==> src/rtl/core/rfsc_pkg.sv <==
// shared constants, types and saturation helper for the rpn stack calculator
package rfsc_pkg;

    localparam int WORD_BITS = 32;
    localparam int FRAC_BITS = 16;
    localparam int PROD_BITS = 2 * WORD_BITS;
    localparam int MAG_BITS  = PROD_BITS - FRAC_BITS;
    localparam int CNT_BITS  = $clog2(WORD_BITS);

    localparam logic [2:0] MODE_PUSH = 3'd0;
    localparam logic [2:0] MODE_ADD  = 3'd1;
    localparam logic [2:0] MODE_SUB  = 3'd2;
    localparam logic [2:0] MODE_MUL  = 3'd3;
    localparam logic [2:0] MODE_DIV  = 3'd4;

    localparam logic [1:0] ST_OK      = 2'd0;
    localparam logic [1:0] ST_DIVZERO = 2'd1;
    localparam logic [1:0] ST_INVALID = 2'd2;
    localparam logic [1:0] ST_SAT     = 2'd3;

    typedef struct packed {
        logic load;
        logic mul_step;
        logic div_setup;
        logic div_step;
        logic commit;
    } t_dp_cmd;

    typedef struct packed {
        logic x_zero;
    } t_dp_sts;

    // clamp a sign and magnitude to the word range, msb of result flags saturation
    function automatic logic [WORD_BITS:0] sat_word(input logic neg,
                                                    input logic [MAG_BITS-1:0] mag);
        logic [MAG_BITS-1:0] lim;
        logic [MAG_BITS-1:0] m;
        logic                sat;
        logic [WORD_BITS-1:0] w;
        lim = neg ? (MAG_BITS'(1) << (WORD_BITS - 1))
                  : ((MAG_BITS'(1) << (WORD_BITS - 1)) - MAG_BITS'(1));
        sat = 1'b0;
        m   = mag;
        if (mag > lim) begin
            m   = lim;
            sat = 1'b1;
        end
        w = neg ? (WORD_BITS'(0) - m[WORD_BITS-1:0]) : m[WORD_BITS-1:0];
        return {sat, w};
    endfunction

    function automatic logic [WORD_BITS-1:0] abs_word(input logic [WORD_BITS-1:0] v);
        return v[WORD_BITS-1] ? (WORD_BITS'(0) - v) : v;
    endfunction

endpackage

==> src/rtl/core/rfsc_datapath.sv <==
// stack registers, operand magnitudes, multiplier and shift-subtract divider
module rfsc_datapath (
    input  logic                                 i_clk,
    input  logic                                 i_rst_n,
    input  rfsc_pkg::t_dp_cmd                    i_cmd,
    input  logic [2:0]                           i_mode,
    input  logic signed [rfsc_pkg::WORD_BITS-1:0] i_push_value,
    output rfsc_pkg::t_dp_sts                    o_sts,
    output logic signed [rfsc_pkg::WORD_BITS-1:0] o_reg_x,
    output logic signed [rfsc_pkg::WORD_BITS-1:0] o_reg_y,
    output logic signed [rfsc_pkg::WORD_BITS-1:0] o_reg_z,
    output logic signed [rfsc_pkg::WORD_BITS-1:0] o_reg_t,
    output logic [1:0]                           o_status
);
    import rfsc_pkg::*;

    logic [WORD_BITS-1:0] r_x, r_y, r_z, r_t;
    logic [WORD_BITS-1:0] n_x, n_y, n_z, n_t;
    logic [1:0]           r_status, n_status;
    logic [2:0]           r_mode;
    logic [WORD_BITS-1:0] r_push;
    logic [WORD_BITS-1:0] r_mag_x, r_mag_y;
    logic                 r_neg;
    logic [PROD_BITS-1:0] r_prod;
    logic [WORD_BITS-1:0] r_rem, r_quo;
    logic                 r_dovf;

    logic [WORD_BITS:0]   rem_sh;
    logic                 rem_ge;
    logic [WORD_BITS:0]   rem_sub;
    logic [WORD_BITS:0]   sum;
    logic [WORD_BITS:0]   mul_res;
    logic [WORD_BITS:0]   div_res;
    logic [MAG_BITS-1:0]  div_mag;
    logic [FRAC_BITS-1:0] y_hi;

    assign rem_sh  = {r_rem, r_quo[WORD_BITS-1]};
    assign rem_ge  = rem_sh >= {1'b0, r_mag_x};
    assign rem_sub = rem_sh - {1'b0, r_mag_x};
    assign y_hi    = r_mag_y[WORD_BITS-1 -: FRAC_BITS];

    assign div_mag = r_dovf ? {MAG_BITS{1'b1}}
                            : {{(MAG_BITS - WORD_BITS){1'b0}}, r_quo};
    assign mul_res = sat_word(r_neg, r_prod[PROD_BITS-1:FRAC_BITS]);
    assign div_res = sat_word(r_neg, div_mag);

    always_comb begin
        if (r_mode == MODE_SUB) begin
            sum = {r_y[WORD_BITS-1], r_y} - {r_x[WORD_BITS-1], r_x};
        end else begin
            sum = {r_y[WORD_BITS-1], r_y} + {r_x[WORD_BITS-1], r_x};
        end
    end

    always_comb begin
        n_x      = r_x;
        n_y      = r_z;
        n_z      = r_t;
        n_t      = r_t;
        n_status = ST_OK;
        case (r_mode)
            MODE_PUSH: begin
                n_x = r_push;
                n_y = r_x;
                n_z = r_y;
                n_t = r_z;
            end
            MODE_ADD, MODE_SUB: begin
                if (sum[WORD_BITS] != sum[WORD_BITS-1]) begin
                    n_x      = sum[WORD_BITS] ? {1'b1, {(WORD_BITS-1){1'b0}}}
                                              : {1'b0, {(WORD_BITS-1){1'b1}}};
                    n_status = ST_SAT;
                end else begin
                    n_x = sum[WORD_BITS-1:0];
                end
            end
            MODE_MUL: begin
                n_x = mul_res[WORD_BITS-1:0];
                if (mul_res[WORD_BITS]) begin
                    n_status = ST_SAT;
                end
            end
            MODE_DIV: begin
                if (r_x == '0) begin
                    n_x      = '0;
                    n_status = ST_DIVZERO;
                end else begin
                    n_x = div_res[WORD_BITS-1:0];
                    if (div_res[WORD_BITS]) begin
                        n_status = ST_SAT;
                    end
                end
            end
            default: begin
                n_y      = r_y;
                n_z      = r_z;
                n_status = ST_INVALID;
            end
        endcase
    end

    always_ff @(posedge i_clk) begin
        if (!i_rst_n) begin
            r_x <= '0;
            r_y <= '0;
            r_z <= '0;
            r_t <= '0;
        end else if (i_cmd.commit) begin
            r_x <= n_x;
            r_y <= n_y;
            r_z <= n_z;
            r_t <= n_t;
        end
    end

    always_ff @(posedge i_clk) begin
        if (i_cmd.commit) begin
            r_status <= n_status;
        end
        if (i_cmd.load) begin
            r_mode  <= i_mode;
            r_push  <= i_push_value;
            r_mag_x <= abs_word(r_x);
            r_mag_y <= abs_word(r_y);
            r_neg   <= r_x[WORD_BITS-1] ^ r_y[WORD_BITS-1];
        end
        if (i_cmd.mul_step) begin
            r_prod <= {{WORD_BITS{1'b0}}, r_mag_x} * {{WORD_BITS{1'b0}}, r_mag_y};
        end
        if (i_cmd.div_setup) begin
            r_dovf <= {{(WORD_BITS - FRAC_BITS){1'b0}}, y_hi} >= r_mag_x;
            r_rem  <= {{(WORD_BITS - FRAC_BITS){1'b0}}, y_hi};
            r_quo  <= {r_mag_y[WORD_BITS-FRAC_BITS-1:0], {FRAC_BITS{1'b0}}};
        end else if (i_cmd.div_step) begin
            r_rem <= rem_ge ? rem_sub[WORD_BITS-1:0] : rem_sh[WORD_BITS-1:0];
            r_quo <= {r_quo[WORD_BITS-2:0], rem_ge};
        end
    end

    assign o_sts.x_zero = (r_x == '0);
    assign o_reg_x      = r_x;
    assign o_reg_y      = r_y;
    assign o_reg_z      = r_z;
    assign o_reg_t      = r_t;
    assign o_status     = r_status;

`ifndef SYNTHESIS
    a_invalid_keeps_stack: assert property (@(posedge i_clk) disable iff (!i_rst_n)
        (i_cmd.commit && r_mode > MODE_DIV) |=>
        (r_x == $past(r_x) && r_y == $past(r_y) && r_z == $past(r_z) && r_t == $past(r_t)))
        else $error("invalid operator changed the stack");
    a_divzero_clears_x: assert property (@(posedge i_clk) disable iff (!i_rst_n)
        (i_cmd.commit && r_mode == MODE_DIV && r_x == '0) |=>
        (r_x == '0 && r_status == ST_DIVZERO))
        else $error("divide by zero did not clear x");
    a_dovf_steady: assert property (@(posedge i_clk) disable iff (!i_rst_n)
        i_cmd.div_step |=> $stable(r_dovf) && $stable(r_mag_x))
        else $error("divider operands moved during iteration");
`endif

endmodule

==> src/rtl/core/rfsc_ctrl.sv <==
// controller state machine: request intake, operation sequencing, result slot
module rfsc_ctrl (
    input  logic                i_clk,
    input  logic                i_rst_n,
    input  logic                i_in_valid,
    input  logic [2:0]          i_mode,
    input  logic                i_out_stall,
    input  rfsc_pkg::t_dp_sts   i_sts,
    output rfsc_pkg::t_dp_cmd   o_cmd,
    output logic                o_in_stall,
    output logic                o_out_valid
);
    import rfsc_pkg::*;

    localparam logic [2:0] S_IDLE = 3'd0;
    localparam logic [2:0] S_MUL  = 3'd1;
    localparam logic [2:0] S_DSET = 3'd2;
    localparam logic [2:0] S_DIV  = 3'd3;
    localparam logic [2:0] S_DONE = 3'd4;

    logic [2:0]          r_state, n_state;
    logic [CNT_BITS-1:0] r_cnt, n_cnt;
    logic                r_out_valid, n_out_valid;
    logic                slot_free;

    assign slot_free = !r_out_valid || !i_out_stall;

    always_comb begin
        n_state = r_state;
        n_cnt   = r_cnt;
        o_cmd   = '0;
        case (r_state)
            S_IDLE: begin
                if (i_in_valid) begin
                    o_cmd.load = 1'b1;
                    if (i_mode == MODE_MUL) begin
                        n_state = S_MUL;
                    end else if (i_mode == MODE_DIV && !i_sts.x_zero) begin
                        n_state = S_DSET;
                    end else begin
                        n_state = S_DONE;
                    end
                end
            end
            S_MUL: begin
                o_cmd.mul_step = 1'b1;
                n_state        = S_DONE;
            end
            S_DSET: begin
                o_cmd.div_setup = 1'b1;
                n_cnt           = '0;
                n_state         = S_DIV;
            end
            S_DIV: begin
                o_cmd.div_step = 1'b1;
                n_cnt          = r_cnt + CNT_BITS'(1);
                if (r_cnt == CNT_BITS'(WORD_BITS - 1)) begin
                    n_state = S_DONE;
                end
            end
            S_DONE: begin
                if (slot_free) begin
                    o_cmd.commit = 1'b1;
                    n_state      = S_IDLE;
                end
            end
            default: begin
                n_state = S_IDLE;
            end
        endcase
    end

    always_comb begin
        if (o_cmd.commit) begin
            n_out_valid = 1'b1;
        end else if (!i_out_stall) begin
            n_out_valid = 1'b0;
        end else begin
            n_out_valid = r_out_valid;
        end
    end

    always_ff @(posedge i_clk) begin
        if (!i_rst_n) begin
            r_state     <= S_IDLE;
            r_cnt       <= '0;
            r_out_valid <= 1'b0;
        end else begin
            r_state     <= n_state;
            r_cnt       <= n_cnt;
            r_out_valid <= n_out_valid;
        end
    end

    assign o_in_stall  = (r_state != S_IDLE);
    assign o_out_valid = r_out_valid;

`ifndef SYNTHESIS
    a_commit_slot_free: assert property (@(posedge i_clk) disable iff (!i_rst_n)
        o_cmd.commit |-> (!r_out_valid || !i_out_stall))
        else $error("result written over a pending result");
    a_commit_shows_result: assert property (@(posedge i_clk) disable iff (!i_rst_n)
        o_cmd.commit |=> r_out_valid)
        else $error("committed result not presented");
    a_accept_leaves_idle: assert property (@(posedge i_clk) disable iff (!i_rst_n)
        (i_in_valid && !o_in_stall) |=> (r_state != S_IDLE))
        else $error("request accepted but controller stayed idle");
    a_cnt_idle_zero: assert property (@(posedge i_clk) disable iff (!i_rst_n)
        (r_state != S_DIV) |-> (r_cnt == '0))
        else $error("divider count left nonzero");
`endif

endmodule

==> src/rtl/core/rpn_four_level_stack_calculator_top.sv <==
// top level of the four-level rpn stack calculator on signed q16.16 words
//
// channel  direction  handshake                 payload
// in       input      i_in_valid / o_in_stall   i_mode, i_push_value
// out      output     o_out_valid / i_out_stall o_reg_x, o_reg_y, o_reg_z, o_reg_t, o_status
//
// push, add, subtract, invalid and divide by zero: go from request intake straight to the done state
// multiply: one registered 32x32 multiplier pass before the done state
// divide: a setup state, then the shift-subtract divider giving one quotient bit per cycle
// synchronous active-low reset clears the stack to zero and empties the result slot
// the result slot holds while stalled; a new request is taken, and the next result waits
module rpn_four_level_stack_calculator_top (
    input  logic                                 i_clk,
    input  logic                                 i_rst_n,
    input  logic                                 i_in_valid,
    output logic                                 o_in_stall,
    input  logic [2:0]                           i_mode,
    input  logic signed [rfsc_pkg::WORD_BITS-1:0] i_push_value,
    output logic                                 o_out_valid,
    input  logic                                 i_out_stall,
    output logic signed [rfsc_pkg::WORD_BITS-1:0] o_reg_x,
    output logic signed [rfsc_pkg::WORD_BITS-1:0] o_reg_y,
    output logic signed [rfsc_pkg::WORD_BITS-1:0] o_reg_z,
    output logic signed [rfsc_pkg::WORD_BITS-1:0] o_reg_t,
    output logic [1:0]                           o_status
);
    import rfsc_pkg::*;

    t_dp_cmd cmd;
    t_dp_sts sts;

    rfsc_ctrl u_ctrl (
        .i_clk       (i_clk),
        .i_rst_n     (i_rst_n),
        .i_in_valid  (i_in_valid),
        .i_mode      (i_mode),
        .i_out_stall (i_out_stall),
        .i_sts       (sts),
        .o_cmd       (cmd),
        .o_in_stall  (o_in_stall),
        .o_out_valid (o_out_valid)
    );

    rfsc_datapath u_datapath (
        .i_clk        (i_clk),
        .i_rst_n      (i_rst_n),
        .i_cmd        (cmd),
        .i_mode       (i_mode),
        .i_push_value (i_push_value),
        .o_sts        (sts),
        .o_reg_x      (o_reg_x),
        .o_reg_y      (o_reg_y),
        .o_reg_z      (o_reg_z),
        .o_reg_t      (o_reg_t),
        .o_status     (o_status)
    );

endmodule

==> config.mk <==
export PLATFORM = sky130hd
export DESIGN_NAME = rpn_four_level_stack_calculator_top
export DESIGN_NICKNAME = d
export VERILOG_FILES = /design/src/rtl/core/rfsc_pkg.sv /design/src/rtl/core/rfsc_datapath.sv /design/src/rtl/core/rfsc_ctrl.sv /design/src/rtl/core/rpn_four_level_stack_calculator_top.sv
export SDC_FILE = /design/constraint.sdc
export NUM_CORES = 2
export LEC_CHECK = 0
export BUFFER_PORTS_ARGS = -buffer_cell sky130_fd_sc_hd__buf_2
export CAP_MARGIN = 40
export CORE_UTILIZATION = 30
export CTS_BUF_LIST = sky130_fd_sc_hd__clkbuf_8
export CTS_CLUSTER_DIAMETER = 50
export DETAILED_ROUTE_END_ITERATION = 16
export MAX_ROUTING_LAYER = met4
export PLACE_DENSITY = 0.43
export SYNTH_ARGS = -nofsm -noshare
export SYNTH_HDL_FRONTEND = slang
export SYNTH_HIERARCHICAL = 1
export SYNTH_SLANG_ARGS = --single-unit
==> constraint.sdc <==
create_clock -name i_clk -period 10.05 [get_ports i_clk]
set_clock_uncertainty 0.1 [all_clocks]
set_input_delay 3.015 -clock i_clk [delete_from_list [all_inputs] [get_ports i_clk]]
set_output_delay 3.015 -clock i_clk [all_outputs]
set_load 0.02 [all_outputs]
After elaboration in Yosys (flattened, before gate mapping)

Index checks and enable logic that the tools add are counted.

Magnitude comparators: 4
Reductions and logical operators: 19
Mux-type cells: 43
Equality and inequality tests: 16
$add $sub $neg: 8
Multipliers: 1
Bitwise operators: 1

Operators by type and width:

| cell                                               | count |
|---|---|
| two-way mux 32 bit                                 | 11 |
| one-hot mux 32 bit (2 select lines)                | 2 |
| one-hot mux 32 bit (4 select lines)                | 1 |
| subtractor 1 x 32 -> 32 bit (first input constant) | 4 |
| > comparator 48 x 32 -> 1 bit                      | 2 |
| multiplier 32 x 32 -> 64 bit                       | 1 |
| two-way mux 31 bit                                 | 2 |
| two-way mux 48 bit                                 | 1 |
| adder 32 x 32 -> 33 bit                            | 1 |
| greater-or-equal comparator 33 x 32 -> 1 bit       | 1 |
| two-way mux 33 bit                                 | 1 |
| subtractor 32 x 32 -> 33 bit                       | 1 |
| greater-or-equal comparator 16 x 32 -> 1 bit       | 1 |
| logical NOT 32 bit                                 | 1 |
| two-way mux 16 bit                                 | 2 |
| subtractor 32 bit                                  | 1 |
| == test 3 x 2 -> 1 bit (second input constant)     | 5 |
| two-way mux 3 bit                                  | 5 |
| one-hot mux 3 bit (5 select lines)                 | 1 |
| two-way mux 1 bit                                  | 11 |
| one-hot mux 5 bit (2 select lines)                 | 1 |
| == test 3 bit (second input constant)              | 3 |
| two-way mux 2 bit                                  | 4 |
| one-hot mux 2 bit (4 select lines)                 | 1 |
| 18 further kinds                                   | 28 |

Output and inout port bits: 132
Bits in registers: 368
Input bits: 39

Depth between registers and ports, before layout

Depth after elaboration: 7
Mapped depth: 29
Gate-level depth less buffers: 28

Hierarchy

Netlist, hierarchy kept.

Modules (own cells, without submodules):

| module        | times used | area an instance (µm²) | cells each | sequential area each (µm²) |
|---|---|---|---|---|
| rfsc_datapath | 1          | 54976.5                | 6134       | 8698.3 |
| rfsc_ctrl     | 1          | 556.8                  | 66         | 180.2 |

Worst setup path before layout

Ideal clock, no wire load.

Path kind: register to register
Start point: register u_datapath.r_mag_y[16]
End point: register u_datapath.r_prod[56], data pin
Arrival time: 7.625 ns
Path slack: 2.064 ns
Library setup time: 0.262 ns
Cell stages (with the launch flop): 28
Clock period less this slack: 7.986 ns
Path through: edfxtp_1 > inv_1 > clkbuf_1 > buf_1 > nor2_1 > fa_1 > fa_1 > inv_1 > fa_1 > fa_1 > fa_1 > inv_1 > fa_1 > fa_1 > inv_1 > fa_1 > inv_1 > ha_1 > nand2_1 > o21ai_0 > o311ai_0 > a21oi_1 > nor4_1 > nor3b_2 > a311o_1 > a21oi_1 > o21ai_1 > xor2_1

Longest elaborated chain between the ends: 1

RTL lines:

| element                      | RTL line             | text |
|---|---|---|
| from (decl)                  | rfsc_datapath.sv:22  | `logic [WORD_BITS-1:0] r_mag_x, r_mag_y;` |
| from (signal assigned)       | rfsc_datapath.sv:124 | `r_mag_y <= abs_word(r_y);` |
| multiplier 32 x 32 -> 64 bit | rfsc_datapath.sv:128 | `r_prod <= {{WORD_BITS{1'b0}}, r_mag_x} * {{WORD_BITS{1'b0}}, r_mag_y};` |
| to (signal assigned)         | rfsc_datapath.sv:128 |  |
| to (decl)                    | rfsc_datapath.sv:24  | `logic [PROD_BITS-1:0] r_prod;` |

No other way between the ends.
A chain may end at the register's enable or synchronous reset.

Final worst setup path

Start point: register u_datapath.r_mag_y[9]
End point: register u_datapath.r_prod[60], data pin

The elaborated chain is that of the path after synthesis.

==> results.py <==
metrics = {
    "drt": {
        "drc": 0,
        "dr.first_iter.drc_count": 3264,
        "vias": 44086,
        "first_pass_iters": 6,
        "wire_per_inst_um": 23.1,
        "routed_wl_mm": 204,
        "drt.antenna.violating_nets": 1,
        "viasPerCell": 5.00,
    },
    "synth": {
        "synth_most_common_cell": "inv_1",
        "synth_compound_area_frac": 0.108,
        "ys_top_cells_by_count": "inv_1, fa_1, nand2_1, and2_1, ha_1",
        "syn_avg_cell_area_um2": 8.96,
        "synth_top_area_share": 0.323,
        "ys_top_cells_by_area": "fa_1, edfxtp_1, ha_1",
        "synth-adder-area-share": 0.419,
        "yosysTopAreaCell": "fa_1",
        "ys_types": 92,
        "ys_ff_latch": 352,
        "yosysSeqAreaShare": 0.160,
        "synthSimpleGateAreaFrac": 0.183,
        "yosysWarningCount": 6,
        "synth_top_family_by_area": "adder cells",
        "async_flop_share": 0,
        "synth_mux_area_frac": 0.00804,
        "synth_xor_area_frac": 0.0306,
        "syn_nets": 7562,
        "syn_area_um2": 55500,
        "synth-main-ff-cell": "edfxtp_1",
        "synth_edf_count": 183,
        "syn_inst": 6200,
    },
    "critical_path": {
        "arrival_ns": 9.77,
        "cp_slowest_cell": "edfxtp_1",
        "crit_path_frequent_cell": "fa_1",
        "end_kind": "register",
        "crit_required_ns": 10.41,
        "worstPathMaxFanout": 14,
        "critical-path-max-stage-delay_ns": 0.88,
        "start_kind": "register",
        "reg2reg_depth": 29,
        "critical_path_class": "register to register",
    },
    "run_status": {
        "violations": "antenna rules",
        "status": "finished with violations",
    },
    "grt": {
        "grt_pass1_wl_mm": 308,
        "grt.overflow.total": 0,
        "grt_antenna_before_repair": 14,
        "grt_pass1_vias": 45725,
        "grt_max_degree": 135,
        "grtUsageTotal": 0.227,
    },
    "clock_network": {
        "clockBufferDepth": 3,
        "cts_resized": 0,
        "cts_tree": "done",
        "root_buffer": "clkbuf_8",
        "post-cts-setup-buffers": 0,
        "cts_inserted_buffers": 75,
        "cts_hold_buf": 0,
        "tritoncts_num_sinks": 352,
        "htree_levels": 3,
        "insertion_delay_ns": 0.77,
        "clkTransAtPathRegs_ns": 0.06,
    },
    "placement": {
        "port_buffers": 170,
        "dp_hpwl_mm": 162,
        "gp_congestion": 0.891,
    },
    "timing": {
        "period_share": 0.937,
        "rsz0062_at_grt": "false",
        "fmax_mhz": 106,
        "tightest_slew_ns": 0.917,
        "slew_viol_final": 0,
        "setup_violations": 0,
        "slew_headroom": 0.380,
        "setup_tns_ns": 0,
        "fin_crit_ns": 9.42,
        "hold_viol": 0,
    },
    "floorplanning": {
        "io_pins": 171,
        "initial_core_util": 0.303,
        "die_area_um2": 187000,
        "core_um2": 183000,
        "die_y_um": 432,
        "dieWidth_um": 432,
        "rows": 157,
    },
    "final_layout": {
        "multiInputGateArea_um2": 41600,
        "fillCellCount": 19301,
        "syn_to_final_growth_pct": 10.9,
        "post-route-util": 0.336,
        "final_layout_size_suffix_gt1_frac": 0.0906,
        "regArea_um2": 8880,
        "nets": 7640,
    },
    "job": {
        "max-cap-violations": 0,
    },
    "min_path": {
        "hold_path.class": "register to register",
        "min_path_cells": 2,
    },
}
==> state kept, by name, summed over array words and instances, names as in the netlist <==
register             cells
u_datapath/r_mag_y      32
u_datapath/r_push       32
u_ctrl/r_cnt             5
u_datapath/r_mode        3
u_datapath/o_reg_t      32
u_datapath/o_reg_y      32
u_ctrl/o_out_valid       1
u_datapath/r_quo        32
u_datapath/r_dovf        1
u_datapath/r_neg         1
u_datapath/r_prod       48
u_ctrl/r_state           3
u_datapath/o_reg_x      32
u_datapath/o_reg_z      32
u_datapath/r_rem        32
u_datapath/o_status      2
u_datapath/r_mag_x      32
==> cell usage in the layout, fill, tap and decap left out, drive strengths merged, types with 19 or more instances in the layout <==
cell type and count:
buf 372, a21o 62, a221oi 20, o21ai 200, o211ai 41, o211a 65, xnor2 123, and2 549
edfxtp 183, a31oi 40, ha 426, o21a 21, xor2 71, mux2i 30, dfxtp 169, nor3 60
or2 44, inv 997, nand2b 28, nor4 32, o221ai 23, nand2 853, nor2b 19, nand3 100
a21boi 42, a21oi 179, or3 34, fa 897, nor2 245, nand4 35, a211oi 45, clkbuf 83
o31ai 29
==> logic make-up after synthesis <==
kind of cell,count (synthesis)
and+or+nand+nor,2068
buffers and inverters,1344
adders and majority gates,1323
AOI/OAI and AO/OA,876
DFF,352
xor gates and xnor gates,194
muxes,43
==> final cells by class <==
class	instances	area share
clock buffers	83	0.0185
clock inverters	54	0.00697
diodes	13	0.000528
well taps	2464	0.0500
repair buffers	373	0.0446
flip-flops and latches	352	0.144
multi-input cells	4504	0.676
inverters	972	0.0592
==> stage by stage <==
stage | setup slack (ns) | std cells | area, µm² | hold WS (ns)
after detailed placement | 0.731 | 8664 | 60000 | 0.366
after global routing | 0.326 | 8807 | 61600 | 0.382
final | 0.634 | 8815 | 61600 | 0.366
after global placement | 0.660 | 8638 | 59500 | 0.354
after CTS | 0.639 | 8801 | 61600 | 0.361
after floorplan | 2.06 | 6200 | 55500 | 0.345
==> routing by layer <==
metal  vias up  global-route usage  share of wire
li1      20047                   -              -
met1     22678               0.320           0.48
met2      1178               0.353           0.46
met3       183              0.0238          0.047
met4         0              0.0446          0.021
met5         -                   -              0
==> worst max-delay path, delay by kind of cell, from the launching register on <==
| kind | cells | cell delay, ns |
|---|---|---|
| buffers and inverters | 9 | 1.27 |
| adder cells (fa/ha/maj) | 9 | 4.24 |
| AO/OA/AOI/OAI | 5 | 2.03 |
| AND/OR/NAND/NOR | 5 | 0.41 |
| XOR/XNOR | 1 | 0.12 |
| flip-flops | 1 | 0.88 |
==> path summary, 6_finish.rpt <==
kind                            slack [ns]                              start                                 to
worst max-delay path                  0.63    u_datapath/r_mag_y[9]$_DFFE_PP_    u_datapath/r_prod[60]$_DFFE_PP_
worst min-delay path                  0.37  u_datapath/r_rem[21]$_SDFFE_PP0P_  u_datapath/r_rem[22]$_SDFFE_PP0P_
worst max register to register        0.63    u_datapath/r_mag_y[9]$_DFFE_PP_    u_datapath/r_prod[60]$_DFFE_PP_
worst min register to register        0.37  u_datapath/r_rem[21]$_SDFFE_PP0P_  u_datapath/r_rem[22]$_SDFFE_PP0P_
Power is left out: the tool's default activity adds up to more than one toggle a clock period on the data nets, which glitch-free logic cannot reach.
